File: config.mk
export PLATFORM = sky130hd
export DESIGN_NAME = watch_table_trace_sampler
export DESIGN_NICKNAME = d
export VERILOG_FILES = /design/src/design/wtts_pkg.sv /design/src/design/wtts_cfg.sv /design/src/design/wtts_cmp.sv /design/src/design/watch_table_trace_sampler.sv
export SDC_FILE = /design/constraint.sdc
export NUM_CORES = 1
export LEC_CHECK = 0
export BUFFER_PORTS_ARGS = -buffer_cell sky130_fd_sc_hd__buf_4
export CORE_ASPECT_RATIO = 1.75
export CORE_MARGIN = 2
export CORE_UTILIZATION = 55
export CTS_CLUSTER_SIZE = 14
export DETAILED_ROUTE_END_ITERATION = 12
export HOLD_SLACK_MARGIN = 0.12
export MAX_ROUTING_LAYER = met4
export PLACE_DENSITY = 0.73
export SLEW_MARGIN = 40
export SYNTH_ARGS = -nofsm -noshare
export SYNTH_HDL_FRONTEND = slang
export SYNTH_SLANG_ARGS = --single-unit
File: constraint.sdc
create_clock -name clk -period 15.6 [get_ports clk]
set_clock_uncertainty 0.15 [all_clocks]
set_input_delay 2.34 -clock clk [delete_from_list [all_inputs] [get_ports clk]]
set_output_delay 2.34 -clock clk [all_outputs]
set_load 0.02 [all_outputs]
File: src/design/wtts_pkg.sv
// Shared types and constants for the watch-table trace sampler.
// No dependencies; every other design file imports this package.
package wtts_pkg;

	localparam int unsigned MAX_RANGES = 3;

	// input beat kinds
	localparam logic [1:0] KIND_TICK  = 2'd0;
	localparam logic [1:0] KIND_ENTRY = 2'd1;
	localparam logic [1:0] KIND_COUNT = 2'd2;

	// status codes
	localparam logic [1:0] ST_OK        = 2'd0;
	localparam logic [1:0] ST_BAD_COUNT = 2'd1;
	localparam logic [1:0] ST_BAD_ADDR  = 2'd2;

	// configuration register indexes
	localparam logic [2:0] CFG_LO0  = 3'd0;
	localparam logic [2:0] CFG_HI0  = 3'd1;
	localparam logic [2:0] CFG_LO1  = 3'd2;
	localparam logic [2:0] CFG_HI1  = 3'd3;
	localparam logic [2:0] CFG_LO2  = 3'd4;
	localparam logic [2:0] CFG_HI2  = 3'd5;
	localparam logic [2:0] CFG_USED = 3'd6;

	// compare unit operations
	localparam logic CMP_EQ    = 1'b0;
	localparam logic CMP_RANGE = 1'b1;

	typedef struct packed {
		logic [MAX_RANGES-1:0][31:0] lo;
		logic [MAX_RANGES-1:0][31:0] hi;
		logic [1:0]                  used;
	} cfg_t;

endpackage

File: src/design/wtts_cfg.sv
// Whitelist range configuration registers of the trace sampler.
// Depends on wtts_pkg for the register indexes and the cfg_t bundle.
module wtts_cfg (
	input  logic              clk,
	input  logic              arst_n,
	input  logic              cfg_valid,
	input  logic [2:0]        cfg_index,
	input  logic [31:0]       cfg_data,
	output wtts_pkg::cfg_t    cfg
);
	import wtts_pkg::*;

	cfg_t cfg_q;

	always_ff @(posedge clk or negedge arst_n) begin
		if (!arst_n) begin
			cfg_q <= '0;
		end else if (cfg_valid) begin
			case (cfg_index)
				CFG_LO0:  cfg_q.lo[0] <= cfg_data;
				CFG_HI0:  cfg_q.hi[0] <= cfg_data;
				CFG_LO1:  cfg_q.lo[1] <= cfg_data;
				CFG_HI1:  cfg_q.hi[1] <= cfg_data;
				CFG_LO2:  cfg_q.lo[2] <= cfg_data;
				CFG_HI2:  cfg_q.hi[2] <= cfg_data;
				CFG_USED: cfg_q.used  <= cfg_data[1:0];
				default: ;
			endcase
		end
	end

	assign cfg = cfg_q;

endmodule

File: src/design/wtts_cmp.sv
// Shared 32-bit compare unit: entry equality or whitelist range check.
// Depends on wtts_pkg for the operation codes.
module wtts_cmp (
	input  logic        op,
	input  logic [31:0] a,
	input  logic [31:0] b,
	input  logic [31:0] c,
	output logic        hit
);
	import wtts_pkg::*;

	logic [31:0] top;

	// last word start inside [b, c); wraps modulo 2^32
	assign top = c - 32'd4;

	always_comb begin
		case (op)
			CMP_EQ:    hit = (a == b);
			CMP_RANGE: hit = (a[1:0] == 2'b00) && (a >= b) && (a <= top);
			default:   hit = 1'b0;
		endcase
	end

endmodule

File: src/design/watch_table_trace_sampler.sv
// Watch-table trace sampler. A table write or count write (start with kind 1 or 2) is taken
// only while idle and never raises busy. A tick (kind 0) with a zero live count or a count
// above CHANNELS goes straight to emitting. Otherwise, if the live count equals the snapshot
// count, it first compares the live table against the accepted snapshot, one entry per cycle;
// if they differ (or the counts differ) it checks each live entry against the whitelist ranges,
// one entry/range pair per cycle, all on one shared 32-bit compare unit. It then emits CHANNELS
// results on consecutive cycles, each marked by result_valid for one cycle; the receiver cannot
// stall them. busy is high from the accepting edge until the last result is registered.
// Depends on wtts_pkg, wtts_cfg and wtts_cmp.
module watch_table_trace_sampler #(
	parameter int CHANNELS     = 8,
	parameter int RING_RECORDS = 64,
	parameter int RANGES       = 3
) (
	input  logic        clk,
	input  logic        arst_n,
	input  logic        start,
	output logic        busy,
	input  logic [1:0]  kind,
	input  logic [2:0]  entry_index,
	input  logic [31:0] write_value,
	input  logic        cfg_valid,
	output logic        cfg_ready,
	input  logic [2:0]  cfg_index,
	input  logic [31:0] cfg_data,
	output logic        result_valid,
	output logic [31:0] record_seq,
	output logic [31:0] record_gen,
	output logic [5:0]  ring_index,
	output logic [2:0]  slot_index,
	output logic [31:0] slot_address,
	output logic        slot_active,
	output logic [1:0]  status_now,
	output logic [7:0]  count_now,
	output logic        last_slot
);
	import wtts_pkg::*;

	localparam int IW = (CHANNELS > 1) ? $clog2(CHANNELS) : 1;
	localparam int AW = $clog2(CHANNELS + 1);
	localparam int RW = (RING_RECORDS > 1) ? $clog2(RING_RECORDS) : 1;

	localparam logic [1:0] S_IDLE = 2'd0;
	localparam logic [1:0] S_CMP  = 2'd1;
	localparam logic [1:0] S_ADDR = 2'd2;
	localparam logic [1:0] S_EMIT = 2'd3;

	cfg_t cfg;

	logic [1:0]          state_q;
	logic [IW-1:0]       i_q;
	logic [1:0]          k_q;
	logic [31:0]         watch_q [CHANNELS];
	logic [31:0]         acc_q   [CHANNELS];
	logic [7:0]          live_q;
	logic [AW-1:0]       acc_count_q;
	logic [31:0]         gen_q;
	logic [1:0]          status_q;
	logic [31:0]         seq_q;
	logic [RW-1:0]       ring_q;
	logic                result_valid_q;

	logic [31:0] seq_out_q, gen_out_q, addr_out_q;
	logic [5:0]  ring_out_q;
	logic [2:0]  slot_out_q;
	logic        active_out_q, last_out_q;
	logic [1:0]  status_out_q;
	logic [7:0]  count_out_q;

	logic [31:0] watch_rd, acc_rd;
	logic        cmp_op, cmp_hit;
	logic [31:0] cmp_b;
	logic [1:0]  nr;
	logic        last_entry, addr_hit, k_last, slot_live, last_emit;

	wtts_cfg u_cfg (
		.clk       (clk),
		.arst_n    (arst_n),
		.cfg_valid (cfg_valid),
		.cfg_index (cfg_index),
		.cfg_data  (cfg_data),
		.cfg       (cfg)
	);

	assign watch_rd = watch_q[i_q];
	assign acc_rd   = acc_q[i_q];
	assign cmp_op   = (state_q == S_ADDR) ? CMP_RANGE : CMP_EQ;
	assign cmp_b    = (state_q == S_ADDR) ? cfg.lo[k_q] : acc_rd;

	wtts_cmp u_cmp (
		.op  (cmp_op),
		.a   (watch_rd),
		.b   (cmp_b),
		.c   (cfg.hi[k_q]),
		.hit (cmp_hit)
	);

	assign nr         = (cfg.used > 2'(RANGES)) ? 2'(RANGES) : cfg.used;
	assign last_entry = ((8'(i_q) + 8'd1) == live_q);
	assign addr_hit   = cmp_hit && ({1'b0, k_q} < {1'b0, nr});
	assign k_last     = (({1'b0, k_q} + 3'd1) >= {1'b0, nr});
	assign slot_live  = (8'(i_q) < live_q);
	assign last_emit  = (i_q == IW'(CHANNELS - 1));

	always_ff @(posedge clk or negedge arst_n) begin
		if (!arst_n) begin
			state_q        <= S_IDLE;
			i_q            <= '0;
			k_q            <= '0;
			live_q         <= '0;
			acc_count_q    <= '0;
			gen_q          <= '0;
			status_q       <= ST_OK;
			seq_q          <= '0;
			ring_q         <= '0;
			result_valid_q <= 1'b0;
			for (int n = 0; n < CHANNELS; n++) begin
				watch_q[n] <= '0;
				acc_q[n]   <= '0;
			end
		end else begin
			result_valid_q <= 1'b0;
			case (state_q)
				S_IDLE: begin
					if (start) begin
						case (kind)
							KIND_TICK: begin
								i_q <= '0;
								k_q <= '0;
								if (live_q == 8'd0) begin
									acc_count_q <= '0;
									state_q     <= S_EMIT;
								end else if (live_q != 8'(acc_count_q)) begin
									if (live_q > 8'(CHANNELS)) begin
										status_q    <= ST_BAD_COUNT;
										live_q      <= '0;
										acc_count_q <= '0;
										state_q     <= S_EMIT;
									end else begin
										state_q <= S_ADDR;
									end
								end else begin
									state_q <= S_CMP;
								end
							end
							KIND_ENTRY: begin
								if (32'(entry_index) < 32'(CHANNELS))
									watch_q[IW'(entry_index)] <= write_value;
							end
							KIND_COUNT: begin
								live_q <= (write_value > 32'd255) ? 8'd255 : write_value[7:0];
							end
							default: ;
						endcase
					end
				end
				S_CMP: begin
					// walk the live entries until one differs from the snapshot
					if (!cmp_hit) begin
						i_q     <= '0;
						k_q     <= '0;
						state_q <= S_ADDR;
					end else if (last_entry) begin
						i_q     <= '0;
						state_q <= S_EMIT;
					end else begin
						i_q <= i_q + 1'b1;
					end
				end
				S_ADDR: begin
					if (addr_hit) begin
						// snapshot entries above the count are never read
						acc_q[i_q] <= watch_rd;
						k_q        <= '0;
						if (last_entry) begin
							acc_count_q <= AW'(live_q);
							gen_q       <= gen_q + 32'd1;
							status_q    <= ST_OK;
							i_q         <= '0;
							state_q     <= S_EMIT;
						end else begin
							i_q <= i_q + 1'b1;
						end
					end else if (k_last) begin
						status_q    <= ST_BAD_ADDR;
						live_q      <= '0;
						acc_count_q <= '0;
						i_q         <= '0;
						state_q     <= S_EMIT;
					end else begin
						k_q <= k_q + 2'd1;
					end
				end
				S_EMIT: begin
					result_valid_q <= 1'b1;
					if (last_emit) begin
						seq_q <= seq_q + 32'd1;
						// keep ring equal to seq modulo the ring size, also across the wrap
						if (seq_q == '1 || ring_q == RW'(RING_RECORDS - 1))
							ring_q <= '0;
						else
							ring_q <= ring_q + 1'b1;
						state_q <= S_IDLE;
					end else begin
						i_q <= i_q + 1'b1;
					end
				end
				default: state_q <= S_IDLE;
			endcase
		end
	end

	always_ff @(posedge clk) begin
		if (state_q == S_EMIT) begin
			seq_out_q    <= seq_q;
			gen_out_q    <= gen_q;
			ring_out_q   <= 6'(ring_q);
			slot_out_q   <= 3'(i_q);
			addr_out_q   <= slot_live ? watch_rd : 32'd0;
			active_out_q <= slot_live;
			status_out_q <= status_q;
			count_out_q  <= live_q;
			last_out_q   <= last_emit;
		end
	end

	assign busy         = (state_q != S_IDLE);
	assign cfg_ready    = 1'b1;
	assign result_valid = result_valid_q;
	assign record_seq   = seq_out_q;
	assign record_gen   = gen_out_q;
	assign ring_index   = ring_out_q;
	assign slot_index   = slot_out_q;
	assign slot_address = addr_out_q;
	assign slot_active  = active_out_q;
	assign status_now   = status_out_q;
	assign count_now    = count_out_q;
	assign last_slot    = last_out_q;

endmodule

Yosys cells after proc, flatten, opt, wreduce, memory -nomap -nowiden
Index checks and enable logic that the tools add are counted.
Storage, ports and cells
  register bits: 915
  bits in latches: 0
  RAM bits: 0
  ROM bits: 0
  input port bits: 76
  output and inout bits: 120
  word-level logic and storage cells: 207
  memories: 0
Operators by class
  add/sub/neg operators: 8
  multiply operators: 0
  divide/modulo/power cells: 0
  order comparisons: 13
  equal/unequal tests: 36
  shift operators: 0
  muxes and demuxes: 74
  bitwise operators: 3
  reductions and logical operators: 31
Operators by type and width (number)
  bitwise mux 256 bit: 2
  2-to-1 mux 32 bit: 9
  binary-select mux 32 bit (select 3 bit): 2
  demux 32 bit (select 3 bit): 2
  binary-select mux 32 bit (select 2 bit): 2
  adder 32 x 1 -> 32 bit, second input constant: 2
  2-to-1 mux 8 bit: 7
  2-to-1 mux 2 bit: 23
  equality test 32 bit: 1
  equality test 32 bit, second input constant: 1
  >= comparator 32 bit: 1
  greater-than comparator 32 x 8 -> 1 bit, second input constant: 1
  less-or-equal comparator 32 bit: 1
  2-to-1 mux 4 bit: 8
  case mux 8 bit (2 select lines): 2
  subtractor 32 x 3 -> 32 bit, second input constant: 1
  != test 3 bit, second input constant: 8
  2-to-1 mux 3 bit: 7
  != test 2 bit, second input constant: 9
  AND reduction 2 bit: 9
  AND reduction 8 bit: 2
  equality test 3 bit, second input constant: 4
  case mux 3 bit (4 select lines): 1
  equality test 4 x 8 -> 1 bit: 1
  41 further kinds: 59

Logic depth before layout (Yosys ltp)
  depth after elaboration: 12
  gate-level depth with buffers: 23

Cells and area by module
From an unflattened synthesis, not the netlist that was laid out.
Unflattened totals
  cell total of the unflattened synthesis: 3444
  area total of the unflattened synthesis: 41737.5 µm²
Modules (own cells, without submodules)
  watch_table_trace_sampler: times used 1, cells an instance 2748, area an instance 32376.1 µm², seq. area each 18627.9 µm²
  wtts_cfg: times used 1, cells an instance 417, area an instance 7329.5 µm², seq. area each 4854.7 µm²
  wtts_cmp: times used 1, cells an instance 279, area an instance 2031.9 µm², seq. area each 0.0 µm²

Worst setup path after synthesis
OpenSTA, ideal clock, no wires.
  path type: flip-flop to flip-flop
  start: register k_q[0]
  end: register acc_q[108] (netlist name)
  library setup time: 0.128 ns
  arrival: 5.346 ns
  required time: 15.322 ns
  setup slack: 9.976 ns
  cell stages (with the launch flop): 21
  path buffers: 4
  cells stage by stage: dfrtp_1 > buf_6 > mux2i_1 > o21ai_1 > or4_4 > or3_4 > or4_4 > buf_6 > nor3_1 > xnor2_1 > ha_1 > a41o_1 > a21oi_1 > nor3_1 > or4b_1 > a211oi_2 > and2_1 > buf_2 > nand3_1 > buf_2 > mux2_1
On the way
  longest elaborated chain between the ends: 9
  elaborated cells on any way between the ends: 15
Ends and longest elaborated chain
  start: declaration: RTL line watch_table_trace_sampler.sv:52  | logic [1:0] k_q;
  start signal: assignment: RTL line watch_table_trace_sampler.sv:191  | k_q <= k_q + 2'd1;
  branches (longest 7 deep; another with subtractor 32 x 3 -> 32 bit)
  logical AND 1 bit (*): RTL line watch_table_trace_sampler.sv:100  | assign addr_hit = cmp_hit && ({1'b0, k_q} < {1'b0, nr});
  AND reduction 2 bit (no line) (*)
  end signal: indexed assignment: RTL line watch_table_trace_sampler.sv:173  | acc_q[i_q] <= watch_rd;
  end: declaration: RTL line watch_table_trace_sampler.sv:54  | logic [31:0] acc_q [CHANNELS];
Every way passes the cells marked *. The select of a mux whose other input is x is not followed.
A chain may end at the register's enable or synchronous reset.

Worst setup path after layout
  start: register k_q[0]
  end: register acc_q[91] (netlist name)
The elaborated chain is that of the path after synthesis.

==> impl_summary.md <==
Placed design
In this run the tool buffered the top-level ports with around 190 buffer cells. Detailed placement ended at an HPWL of around 75,000 microns. In this run, placement finished with an instance count of slightly above 4,000.

The congestion estimate from routability-driven global placement came to around 0.88.

Detailed routing
In the routed design, unresolved DRC markers number 0. The first routing iteration left around 2,200 violations. The mean number of vias per cell is between 6 and 7. The total routed wirelength is approximately 110,000 microns. The number of optimization iterations in the first detailed-route pass is 5.

The remaining number of nets flagged by the antenna check after routing is 0. The total via count in the routed design is about 27,000. The average routed wire per standard cell is ~26 microns.

Clocking
The number of gates resized after CTS is 0. The number of sinks on the clock net is approximately 920. Buffers inserted to repair hold after CTS numbered 0. In this run, CTS created clock tree buffers numbering 82.

Buffers added to address setup during post-CTS repair amount to 0. The count of H-tree levels built during CTS is 3. The clock edge transition at the registers on the reported setup and hold paths is roughly 0.06 ns. The worst-skew pair later-pin latency is about 0.68 ns. The clock root buffer is sky130_fd_sc_hd__clkbuf_16. The clock passes through at most 3 buffers. TritonCTS built the clock tree.

Critical path
The startpoint kind of the worst setup timing path is a flop. At the worst endpoint, the arrival time is 8.36 ns. The nature of the critical path endpoint is a flop. The highest fanout seen on the critical path is 38. The critical-path cell with the highest stage delay is sky130_fd_sc_hd__dfrtp_4. The worst register-to-register path begins at k_q[0]. The launch point of the worst path is k_q[0].

The largest single stage delay on the critical path is around 0.8 ns. The critical path data required time is 15.99 ns. Traced cell by cell, the critical path runs through buf_4 -> mux2_2 -> a22oi_1 -> and4_1 -> nor2b_1 -> and3_1 -> nor4b_2 -> nand2_1 -> xor2_1 -> ha_1 -> a21o_1 -> a21oi_1 -> nor3_1 -> or4b_1 -> a211oi_2 -> and2_1 -> nand3_4 -> mux2_2. The kind of critical path is reg2reg. The most numerous cell on the critical path is sky130_fd_sc_hd__mux2_2.

Floorplanning
In this run the vertical extent of the chip is between 300 and 400 microns. The floorplan row count is roughly 130. The die width is between 200 and 250 microns.

The core area is 74,700 sq um. In this run the count of I/O pins placed on the die edge is 196. The die area is 77,400 sq um. The starting utilization of the core area is 0.553.

Global routing
In the global route stage, overall resource usage came out at 0.303. The initial antenna violation count was 0. Global routing finished with a remaining overflow of 0. The number of global-route vias before repair is around 29,000. The pin count of the biggest net entering global routing is between 150 and 200.

The first global-routing pass estimated roughly 170,000 microns of wire.

Yosys
Synthesis inferred around 920 register bits. Of all flip-flops after synthesis, the portion carrying an async set or reset was 0.872. The combined area of all synthesized cells is 41,300 sq um. The most area-hungry cell type in the Yosys netlist is sky130_fd_sc_hd__dfrtp_1. For this run, the number of Yosys warnings is 0. The cell count after synthesis came out at 3,095. Counting every net in the synthesized netlist gives 3,249. Ranked by instance count, the synthesized netlist is headed by sky130_fd_sc_hd__dfrtp_1 (798), sky130_fd_sc_hd__mux2_2 (726), sky130_fd_sc_hd__nand2_1 (132), sky130_fd_sc_hd__clkbuf_1 (124), sky130_fd_sc_hd__o21ai_0 (119). Counting distinct cell types in the post-synthesis netlist gives 76. Among all flip-flop cells after synthesis, the most frequent one is sky130_fd_sc_hd__dfrtp_1. The sequential fraction of the synthesis area is 0.568. The mean post-synth cell area is 13.4 sq um. The area share of the leading cell type in the synthesized netlist is 0.483. By area the synthesized netlist is led by sky130_fd_sc_hd__dfrtp_1 (48%), sky130_fd_sc_hd__mux2_2 (20%), sky130_fd_sc_hd__edfxtp_1 (8.5%). The library cell with the highest instance count after synthesis is sky130_fd_sc_hd__dfrtp_1. The count of flip-flops with a built-in enable after synthesis is 117.

Timing
The period utilization is 0.511. The final hold violation count is 0. Headroom to the max-slew limit came out at 0.386. For the pin with the worst max-slew slack, the measured transition is roughly 0.92 ns. Setup repair after global routing left no endpoint under its margin. Adding up every negative setup slack in the final design gives 0 ns. The achievable frequency is 126 MHz. The minimum clock period after layout is approximately 8 ns. The count of pins over their slew limit is 0.

Setup violations remaining at the end of the flow were counted as 0.

Finish
Of the cells placed in the final design, the portion with a size suffix greater than 1 is 0.356. The final standard cell count with taps included and fillers excluded is 4,286. The area growth from synthesis to layout is 13.4%. The number of nets in the layout is 3,430. The final antenna diode count is 0. After filler insertion, the fill cell instance count of the layout stands at about 5,600.

Run
Max-cap violations in this run came to 0.

Pwr
Summed over all cells, the static leakage comes to around 22 nW. The largest vdd supply drop is ~120 uV. In this run the power density over the cells is 151 nW/um^2.

Min path
The type of the tightest min-delay check is reg2reg. The worst hold path begins at gen_q[27].

Status
The run finished with clean final reports.
[routing by layer]
layer / GRT usage / share of wire
met1: 0.346 / 0.38
met2: 0.510 / 0.51
met3: 0.0410 / 0.047
met4: 0.172 / 0.062
met5: - / 0
[logic make-up (layout without fill, tap and decap cells)]
group | count (synthesis) | count (layout) | synth area share
AO/OA/AOI/OAI | 459 | 459 | 0.0750
XOR/XNOR | 97 | 97 | 0.0206
adder cells (fa/ha/maj) | 78 | 78 | 0.0238
buffers and inverters | 200 | 446 | 0.0198
flip-flops | 915 | 915 | 0.568
multiplexers | 838 | 838 | 0.229
other | 1 | 1 | 0.0000907
AND/OR/NAND/NOR | 507 | 507 | 0.0636
[cells in the final DEF (no fill, tap or decap), types with 8 or more instances in the layout]
| cell type | synthesis | final |
|---|---|---|
| sky130_fd_sc_hd__nand2_1 | 132 | 132 |
| sky130_fd_sc_hd__o21ai_1 | 9 | 9 |
| sky130_fd_sc_hd__nor2b_1 | 11 | 9 |
| sky130_fd_sc_hd__nor2_1 | 81 | 73 |
| sky130_fd_sc_hd__a21oi_1 | 68 | 68 |
| sky130_fd_sc_hd__a211oi_1 | 8 | 8 |
| sky130_fd_sc_hd__o21ai_0 | 119 | 116 |
| sky130_fd_sc_hd__xor2_1 | 52 | 52 |
| sky130_fd_sc_hd__clkbuf_16 | 0 | 84 |
| sky130_fd_sc_hd__a22oi_1 | 113 | 113 |
| sky130_fd_sc_hd__mux2_2 | 726 | 726 |
| sky130_fd_sc_hd__edfxtp_1 | 117 | 117 |
| sky130_fd_sc_hd__nand4_1 | 52 | 52 |
| sky130_fd_sc_hd__xnor2_1 | 45 | 45 |
| sky130_fd_sc_hd__and3_1 | 14 | 14 |
| sky130_fd_sc_hd__clkinv_2 | 0 | 8 |
| sky130_fd_sc_hd__clkbuf_8 | 0 | 20 |
| sky130_fd_sc_hd__mux2i_1 | 96 | 96 |
| sky130_fd_sc_hd__a31oi_1 | 11 | 11 |
| sky130_fd_sc_hd__o211ai_1 | 14 | 14 |
| sky130_fd_sc_hd__and2_1 | 44 | 44 |
| sky130_fd_sc_hd__nand3_1 | 60 | 56 |
| sky130_fd_sc_hd__ha_1 | 77 | 77 |
| sky130_fd_sc_hd__nor4_1 | 26 | 26 |
| sky130_fd_sc_hd__a21bo_2 | 10 | 10 |
| sky130_fd_sc_hd__mux4_2 | 13 | 13 |
| sky130_fd_sc_hd__buf_4 | 1 | 256 |
| sky130_fd_sc_hd__a22o_1 | 14 | 14 |
| sky130_fd_sc_hd__dfrtp_1 | 798 | 793 |
| sky130_fd_sc_hd__nor3_1 | 35 | 29 |
| sky130_fd_sc_hd__a221oi_1 | 40 | 40 |
| sky130_fd_sc_hd__clkbuf_1 | 124 | 28 |
| sky130_fd_sc_hd__inv_1 | 23 | 20 |
[metrics by stage]
stage	power, W	setup WS (ns)	cell area [sq um]	util	hold WS (ns)
2_1_floorplan	0.00418	9.98	41300	-	0.273
3_3_place_gp	0.00501	7.47	43900	0.588	0.292
3_5_place_dp	0.00509	7.77	44000	0.589	0.295
4_1_cts	0.00712	7.68	46700	0.625	0.315
5_1_grt	0.00739	7.29	46800	0.627	0.339
6_report	0.00710	7.63	46800	0.627	0.310
[critical path, delay by kind of cell, from the launching register on]
kind            cells  cell delay [ns]
compound gates      4             1.24
xor+xnor            1             0.18
fa+ha+maj           1             0.34
buf+inv             1             0.66
flops               1             0.79
mux                 2             0.91
simple gates        9             3.49
[sequential cells by signal (all words and copies together), names as in the netlist, 4 cells and up]
name          cells
slot_address     32
gen_q            32
live_q            8
count_now         8
acc_count_q       4
acc_q           256
record_seq       32
seq_q            32
watch_q         256
u_cfg.cfg       194
ring_index        6
record_gen       32
ring_q            6
[power breakdown]
group | total, W | switching (W) | internal (W)
combinational | 0.00211 | 0.00138 | 0.000726
clock | 0.00204 | 0.000896 | 0.00114
sequential | 0.00296 | 0.000206 | 0.00275
[path summary, 6_finish.rpt]
path                                        to  slack (ns)  cells after the start
worst min-delay path            record_gen[27]        0.31                      0
min in group asynchronous         watch_q[117]        1.48                      1
max in group asynchronous             acc_q[6]       11.04                      6
worst max register to register       acc_q[91]        7.63                     18
worst min register to register  record_gen[27]        0.31                      0
worst max-delay path                 acc_q[91]        7.63                     18
[cell type report]
| cell class | instances | area (sq um) | share of cell area |
|---|---|---|---|
| tap | 945 | 1180 | 0.0252 |
| clock inverter | 18 | 208 | 0.00443 |
| multi-input combinational | 1980 | 17200 | 0.367 |
| timing repair buffer | 272 | 2180 | 0.0466 |
| sequential | 915 | 23500 | 0.502 |
| clock buffer | 131 | 2470 | 0.0527 |
| inverter | 25 | 96.3 | 0.00206 |
Note: power is estimated with default switching activity, not from simulation.
